--- config.mk ---
export PLATFORM = sky130hd
export DESIGN_NAME = multi_channel_led_blink_controller_unit
export DESIGN_NICKNAME = d
export VERILOG_FILES = /design/src/hdl/lbc_pkg.sv /design/src/hdl/multi_channel_led_blink_controller_unit.sv /design/src/hdl/lbc_channel.sv
export SDC_FILE = /design/constraint.sdc
export NUM_CORES = 1
export LEC_CHECK = 0
export BUFFER_PORTS_ARGS = -buffer_cell sky130_fd_sc_hd__buf_2
export CAP_MARGIN = 5
export CORE_MARGIN = 2
export CORE_UTILIZATION = 35
export CTS_CLUSTER_SIZE = 30
export DETAILED_ROUTE_END_ITERATION = 6
export GPL_ROUTABILITY_DRIVEN = 0
export SLEW_MARGIN = 20
export SYNTH_ARGS = -nofsm -noshare
export SYNTH_HDL_FRONTEND = slang
export SYNTH_SLANG_ARGS = --single-unit
--- constraint.sdc ---
create_clock -name aclk -period 4.1 [get_ports aclk]
set_input_delay 0.615 -clock aclk [delete_from_list [all_inputs] [get_ports aclk]]
set_output_delay 0.615 -clock aclk [all_outputs]
set_load 0.005 [all_outputs]
--- src/hdl/lbc_pkg.sv ---
// Package for the multi-channel LED blink controller.
// Holds the field widths, default parameters, command codes and the per-channel command struct.
// No dependencies.
package lbc_pkg;

    // Default parameter values for the top level
    localparam int NUM_CHANNELS_DEF = 4;
    localparam int PERIOD_BITS_DEF  = 16;

    // Field widths of the request and result items
    localparam int MODE_W         = 3;
    localparam int CHANNEL_W      = 2;
    localparam int BLINK_PERIOD_W = 16;
    localparam int LED_MASK_W     = 4;

    // Stream data widths, packed fields padded to whole bytes
    localparam int S_FIELDS_W = MODE_W + CHANNEL_W + BLINK_PERIOD_W;
    localparam int S_TDATA_W  = ((S_FIELDS_W + 7) / 8) * 8;
    localparam int M_TDATA_W  = ((LED_MASK_W + 7) / 8) * 8;

    // Command codes carried in the mode field
    typedef enum logic [MODE_W-1:0] {
        MODE_TICK       = 3'd0,
        MODE_ON         = 3'd1,
        MODE_OFF        = 3'd2,
        MODE_TOGGLE     = 3'd3,
        MODE_ALL_ON     = 3'd4,
        MODE_ALL_OFF    = 3'd5,
        MODE_BLINK      = 3'd6,
        MODE_STOP_BLINK = 3'd7
    } mode_t;

    // Decoded command for one channel; at most one flag is set in a cycle
    typedef struct packed {
        logic tick;
        logic set_on;
        logic set_off;
        logic toggle;
        logic arm;
        logic stop;
    } chan_cmd_t;

endpackage

--- src/hdl/multi_channel_led_blink_controller_unit.sv ---
// The controller takes one request per clock cycle, every cycle, as long as results are taken.
// A request is held in an input register until the output register is free; then all channels
// update their level, blink enable and tick counter in parallel, and the new LED mask is
// written to the output register, which drives m_tvalid. This update of the per-channel
// registers, done together with the move into the output register, sets this rate. Each
// request, tick or command, gives exactly one result: the levels of channels 0 to 3 after it.

// Top level of the multi-channel LED blink controller.
// Depends on lbc_pkg and lbc_channel.
module multi_channel_led_blink_controller_unit #(
    parameter int NUM_CHANNELS = lbc_pkg::NUM_CHANNELS_DEF,
    parameter int PERIOD_BITS  = lbc_pkg::PERIOD_BITS_DEF
) (
    input  logic                          aclk,
    input  logic                          aresetn,
    // s_tdata: mode [2:0], channel [4:3], blink_period [20:5], zeros above
    input  logic                          s_tvalid,
    output logic                          s_tready,
    input  logic [lbc_pkg::S_TDATA_W-1:0] s_tdata,
    // m_tdata: led_mask [3:0], zeros above
    output logic                          m_tvalid,
    input  logic                          m_tready,
    output logic [lbc_pkg::M_TDATA_W-1:0] m_tdata
);

    localparam int MODE_LO   = 0;
    localparam int CHAN_LO   = MODE_LO + lbc_pkg::MODE_W;
    localparam int PERIOD_LO = CHAN_LO + lbc_pkg::CHANNEL_W;

    logic                                in_valid_reg;
    logic [lbc_pkg::MODE_W-1:0]          in_mode_reg;
    logic [lbc_pkg::CHANNEL_W-1:0]       in_channel_reg;
    logic [lbc_pkg::BLINK_PERIOD_W-1:0]  in_period_reg;
    logic                                out_valid_reg;
    logic [lbc_pkg::LED_MASK_W-1:0]      out_mask_reg;
    logic                                advance;
    lbc_pkg::mode_t                      mode;
    logic [PERIOD_BITS-1:0]              period;
    logic [NUM_CHANNELS-1:0]             level_next;
    logic [lbc_pkg::LED_MASK_W-1:0]      mask_next;

    // Pipeline control: the held request moves on when the output register is free
    assign advance  = in_valid_reg && (!out_valid_reg || m_tready);
    assign s_tready = !in_valid_reg || advance;
    assign m_tvalid = out_valid_reg;
    assign m_tdata  = {{(lbc_pkg::M_TDATA_W - lbc_pkg::LED_MASK_W){1'b0}}, out_mask_reg};

    always_ff @(posedge aclk) begin
        if (!aresetn) begin
            in_valid_reg  <= 1'b0;
            out_valid_reg <= 1'b0;
        end else begin
            if (s_tready) begin
                in_valid_reg <= s_tvalid;
            end
            if (advance) begin
                out_valid_reg <= 1'b1;
            end else if (m_tready) begin
                out_valid_reg <= 1'b0;
            end
        end
    end

    // Input register for the request fields
    always_ff @(posedge aclk) begin
        if (s_tvalid && s_tready) begin
            in_mode_reg    <= s_tdata[MODE_LO +: lbc_pkg::MODE_W];
            in_channel_reg <= s_tdata[CHAN_LO +: lbc_pkg::CHANNEL_W];
            in_period_reg  <= s_tdata[PERIOD_LO +: lbc_pkg::BLINK_PERIOD_W];
        end
    end

    // Output register for the LED mask after the update
    always_ff @(posedge aclk) begin
        if (advance) begin
            out_mask_reg <= mask_next;
        end
    end

    assign mode = lbc_pkg::mode_t'(in_mode_reg);

    // Blink period fitted to the counter width
    assign period = PERIOD_BITS'(in_period_reg);

    // Per-channel command decode and channel engines
    generate
        for (genvar ch = 0; ch < NUM_CHANNELS; ch++) begin : g_chan
            localparam bit IN_GROUP = (ch != 0);
            logic               sel;
            lbc_pkg::chan_cmd_t cmd;

            assign sel = (32'(in_channel_reg) == ch);

            always_comb begin
                cmd = '0;
                if (advance) begin
                    unique case (mode)
                        lbc_pkg::MODE_TICK:       cmd.tick    = 1'b1;
                        lbc_pkg::MODE_ON:         cmd.set_on  = sel;
                        lbc_pkg::MODE_OFF:        cmd.set_off = sel;
                        lbc_pkg::MODE_TOGGLE:     cmd.toggle  = sel;
                        lbc_pkg::MODE_ALL_ON:     cmd.set_on  = IN_GROUP;
                        lbc_pkg::MODE_ALL_OFF:    cmd.set_off = IN_GROUP;
                        lbc_pkg::MODE_BLINK:      cmd.arm     = sel;
                        lbc_pkg::MODE_STOP_BLINK: cmd.stop    = sel;
                        default:                  cmd = '0;
                    endcase
                end
            end

            lbc_channel #(
                .PERIOD_BITS(PERIOD_BITS)
            ) u_channel (
                .aclk       (aclk),
                .aresetn    (aresetn),
                .cmd        (cmd),
                .period     (period),
                .level_next (level_next[ch])
            );
        end
    endgenerate

    // Visible mask: channels 0 to 3, zero where a channel does not exist
    generate
        for (genvar b = 0; b < lbc_pkg::LED_MASK_W; b++) begin : g_mask
            if (b < NUM_CHANNELS) begin : g_used
                assign mask_next[b] = level_next[b];
            end else begin : g_unused
                assign mask_next[b] = 1'b0;
            end
        end
    endgenerate

`ifndef NO_ASSERTIONS
    // A request that moves on always yields a result in the next cycle
    a_result_follows: assert property (@(posedge aclk) disable iff (!aresetn)
        advance |=> out_valid_reg)
        else $error("request advanced without a result");

    // An empty input register never blocks the slave side
    a_ready_when_empty: assert property (@(posedge aclk) disable iff (!aresetn)
        !in_valid_reg |-> s_tready)
        else $error("input register empty but not ready");

    // Switching channel 0 on shows in the next result
    a_on_channel0: assert property (@(posedge aclk) disable iff (!aresetn)
        (advance && in_mode_reg == lbc_pkg::MODE_ON && in_channel_reg == '0)
        |=> out_mask_reg[0])
        else $error("channel 0 not lit after on request");

    // All-off leaves channel 0 untouched and clears channel 1
    a_all_off: assert property (@(posedge aclk) disable iff (!aresetn)
        (advance && in_mode_reg == lbc_pkg::MODE_ALL_OFF)
        |=> (!out_mask_reg[1] && out_mask_reg[0] == $past(level_next[0])))
        else $error("all-off request handled wrongly");
`endif

endmodule

--- src/hdl/lbc_channel.sv ---
// One LED channel: output level, blink enable, elapsed tick counter and stored period.
// Depends on lbc_pkg for the decoded command struct.
module lbc_channel #(
    parameter int PERIOD_BITS = lbc_pkg::PERIOD_BITS_DEF
) (
    input  logic                   aclk,
    input  logic                   aresetn,
    input  lbc_pkg::chan_cmd_t     cmd,
    input  logic [PERIOD_BITS-1:0] period,
    output logic                   level_next
);

    logic                   level_reg;
    logic                   enable_reg;
    logic                   enable_next;
    logic [PERIOD_BITS-1:0] elapsed_reg;
    logic [PERIOD_BITS-1:0] elapsed_next;
    logic [PERIOD_BITS-1:0] period_reg;
    logic [PERIOD_BITS-1:0] period_next;
    logic [PERIOD_BITS-1:0] elapsed_inc;
    logic                   wrap;

    // Saturating count of ticks and the check against the stored period
    assign elapsed_inc = (elapsed_reg == '1) ? elapsed_reg : elapsed_reg + 1'b1;
    assign wrap        = (elapsed_inc >= period_reg);

    // Next state of the channel for the current command
    always_comb begin
        level_next   = level_reg;
        enable_next  = enable_reg;
        elapsed_next = elapsed_reg;
        period_next  = period_reg;
        priority if (cmd.tick) begin
            if (enable_reg) begin
                if (wrap) begin
                    level_next   = ~level_reg;
                    elapsed_next = '0;
                end else begin
                    elapsed_next = elapsed_inc;
                end
            end
        end else if (cmd.set_on) begin
            level_next  = 1'b1;
            enable_next = 1'b0;
        end else if (cmd.set_off) begin
            level_next  = 1'b0;
            enable_next = 1'b0;
        end else if (cmd.toggle) begin
            level_next = ~level_reg;
        end else if (cmd.arm) begin
            period_next  = period;
            elapsed_next = '0;
            enable_next  = 1'b1;
        end else if (cmd.stop) begin
            level_next  = 1'b0;
            enable_next = 1'b0;
        end else begin
            level_next = level_reg;
        end
    end

    // Control state is reset; the counter and period are always loaded before use
    always_ff @(posedge aclk) begin
        if (!aresetn) begin
            level_reg  <= 1'b0;
            enable_reg <= 1'b0;
        end else begin
            level_reg  <= level_next;
            enable_reg <= enable_next;
        end
    end

    always_ff @(posedge aclk) begin
        elapsed_reg <= elapsed_next;
        period_reg  <= period_next;
    end

endmodule

==> results.md <==
* Number of global-route vias before repair at 5,837
* Final Cycle Share at 94.4%
* Status: complete, but fails checks
* Async SR Flop Fraction at 0%
* Layout Cells excl Fill at 1,190
* Avg Synthesized Cell Area at 11.4 sq um
* GR Util All Layers at 15.2%
* Clock Sinks at 163
* Unrepaired setup endpoints after global routing: no
* 1st-iter DRT viols at 435
* Clock latency on the worst-skew pair at 430 ps
* Worst path arrival time at 4060 ps
* Htree depth at 4
* Synthesis warning total at 0
* CP max stage delay at 540 ps
* Worst hold path class: in -> reg
* Setup CP Type: reg -> reg
* Layout area overhead at 14.1%
* Dpl cells at 1,158
* Total wire length at 19,200 um
* Synthesized flop and latch total at 163
* Final setup viols at 0
* Crit path cell chain: and4_1 > nand4_1 > or3_4 > nor2_1 > mux2_1 > ha_1 > and4_1 > nand4_1 > or4_1 > o21a_2 > or3_1 > o2111a_1
* Die height at 164 um
* FMAX at 258 MHz
* Max-Cap Viols at 0
* 1st-pass router iterations at 7
* Sequential share of the synthesized area at 53.3%
* Worst setup margin at 228 ps
* Detailed-route wire length per cell at 16.1 um
* First-pass GRT wire length at 31,100 um
* P_leak at 4.05 nW
* DIE AREA at 27,000 sq um
* CTS Hold Bufs at 0
* Netlist cell types at 69
* Post-Syn Area at 8990 sq um
* Final hold vios at 0
* Relative max-transition margin at 52.5%
* Clk pin slew, worst setup/hold paths at 60 ps
* Grt total ovfl at 0
* I/O pin count at 38
* Crit Path Max Fanout at 7
* Post-synth EDFFs at 153
* Total CTS buffers at 17
* Initial antenna violation count at 0
* Crit end category: register
* VDD IR-drop max at 0.000292 V
* Cell area power density at 355 nW/um^2
* Vias per std cell at 5.14
* Mapped Cells at 792
* Total Neg Setup Slack at 0 ps
* Routed Antenna Nets at 0
* Slew @ Worst Pin at 713 ps
* Core Region at 25,200 sq um
* Clock Tree Root: clkbuf_16
* Die Span X at 164 um
* Final Skew at 8.66 ps
* Nets at 944
* HPWL after DPL at 13,600 um
* Routed via count at 6,121
* Most used DFF post-synth: edfxtp_1
* Max-slew violation count at 0
* Pre-CTS WS at 179 ps
* Layout cells sized above 1 at 13.5%
* CP Data Required Time at 4290 ps
* Row cnt at 58
* Remaining DRCs at 2
* Violated checks: DRC
* Period minus WS final at 3870 ps
* Clock buffer depth at 2
* Slowest CP cell: or4_1
* Initial Util at 35.7%
* Diode count at 0
* Critical Path Start Type: register
* # port buffers at 30
* WHS at 354 ps
* CTS tree: done
* Largest net degree at the start of global routing at 22
-- routing by layer --
layer  track usage [%]  share of wire (%)
met1              20.9                 49
met2              24.1                 46
met3              3.11                3.5
met4              4.55                1.4
met5                 0                  0
-- path summary, 6_finish.rpt --
| check | cells after the start | start | slack (ps) | end |
|---|---|---|---|---|
| worst max-delay path | 12 | g_chan[2].u_channel.elapsed_reg[7] | 230 | out_mask_reg[2] |
| worst min-delay path | 1 | s_tdata[3] | 350 | in_channel_reg[0] |
| worst max register to register | 12 | g_chan[2].u_channel.elapsed_reg[7] | 230 | out_mask_reg[2] |
| worst min register to register | 2 | g_chan[1].u_channel.level_reg | 590 | g_chan[1].u_channel.level_reg |
-- repair_timing --
item                                    in CTS  in global routing
buffers inserted                             0                  1
gates resized for setup                      0                  1
endpoints found under the setup margin       0                  1
hold endpoints to repair                     0                  0
-- cell type report --
type	count	area (sq um)
Multi-Input combinational cell	540	3840
Fill cell	2382	14900
Clock inverter	12	180
Inverter	74	278
Clock buffer	19	433
Tap cell	330	413
Sequential cell	163	4790
Timing Repair Buffer	52	315
-- synth_stat cells, types with 4 or more instances --
cell | n | area (sq um)
a21oi_1 | 27 | 135
a21o_1 | 7 | 52.6
nor2_1 | 52 | 195
o211ai_1 | 6 | 45.0
nor3_1 | 24 | 120
inv_1 | 74 | 278
and3_1 | 10 | 62.6
buf_4 | 5 | 37.5
edfxtp_1 | 153 | 4590
clkbuf_1 | 9 | 33.8
dfxtp_1 | 10 | 200
nor4_1 | 4 | 25.0
nor2b_1 | 42 | 263
xnor2_1 | 16 | 140
nand4_1 | 17 | 106
or2_2 | 4 | 25.0
nand2_1 | 48 | 180
o21a_1 | 6 | 45.0
nand2b_1 | 14 | 87.6
ha_1 | 68 | 851
a211oi_1 | 7 | 52.6
nor3b_1 | 4 | 30.0
and4_1 | 21 | 184
and2_1 | 7 | 43.8
o21ai_0 | 27 | 135
xor2_1 | 19 | 166
mux2_2 | 11 | 124
or3_1 | 4 | 25.0
nand3_1 | 34 | 170
-- cells by family after synthesis --
family / synth area share [%]
simple gates: 19.0
flops: 53.3
compound gates: 8.71
buf+inv: 4.17
fa+ha+maj: 9.46
xor+xnor: 3.41
mux: 1.91
other cells: 0.0417
-- power by group --
group          switching [mW]  leakage (nW)  internal (mW)
clock                   0.675         0.294           1.02
sequential             0.0400          1.55           1.83
combinational          0.0435          2.21         0.0336
-- stage by stage --
step                util [%]  area (sq um)  power [mW]
detailed placement      38.3          9630        1.99
global route            40.7         10300        3.76
CTS                     40.7         10200        3.68
floorplan                  -          9000        1.94
global placement        38.3          9630        1.99
finish                  40.7         10300        3.65
-- worst max-delay path, delay by kind of cell (launching register included) --
kind | cells | cell delay, ps
compound gates | 2 | 330
mux | 1 | 360
flops | 1 | 390
simple gates | 8 | 2230
fa+ha+maj | 1 | 320
-- cells in the final DEF (no fill, tap or decap), drive strengths merged, types with 16 or more instances in the layout --
master / count
nand4: 19
buf: 52
ha: 68
xor2: 19
nor2: 52
clkbuf: 19
inv: 76
nor2b: 45
nand2: 48
nor3: 26
edfxtp: 153
o21ai: 28
xnor2: 16
nand3: 35
a21oi: 27
and4: 22
No activity file was read; power rests on OpenSTA's default activity.
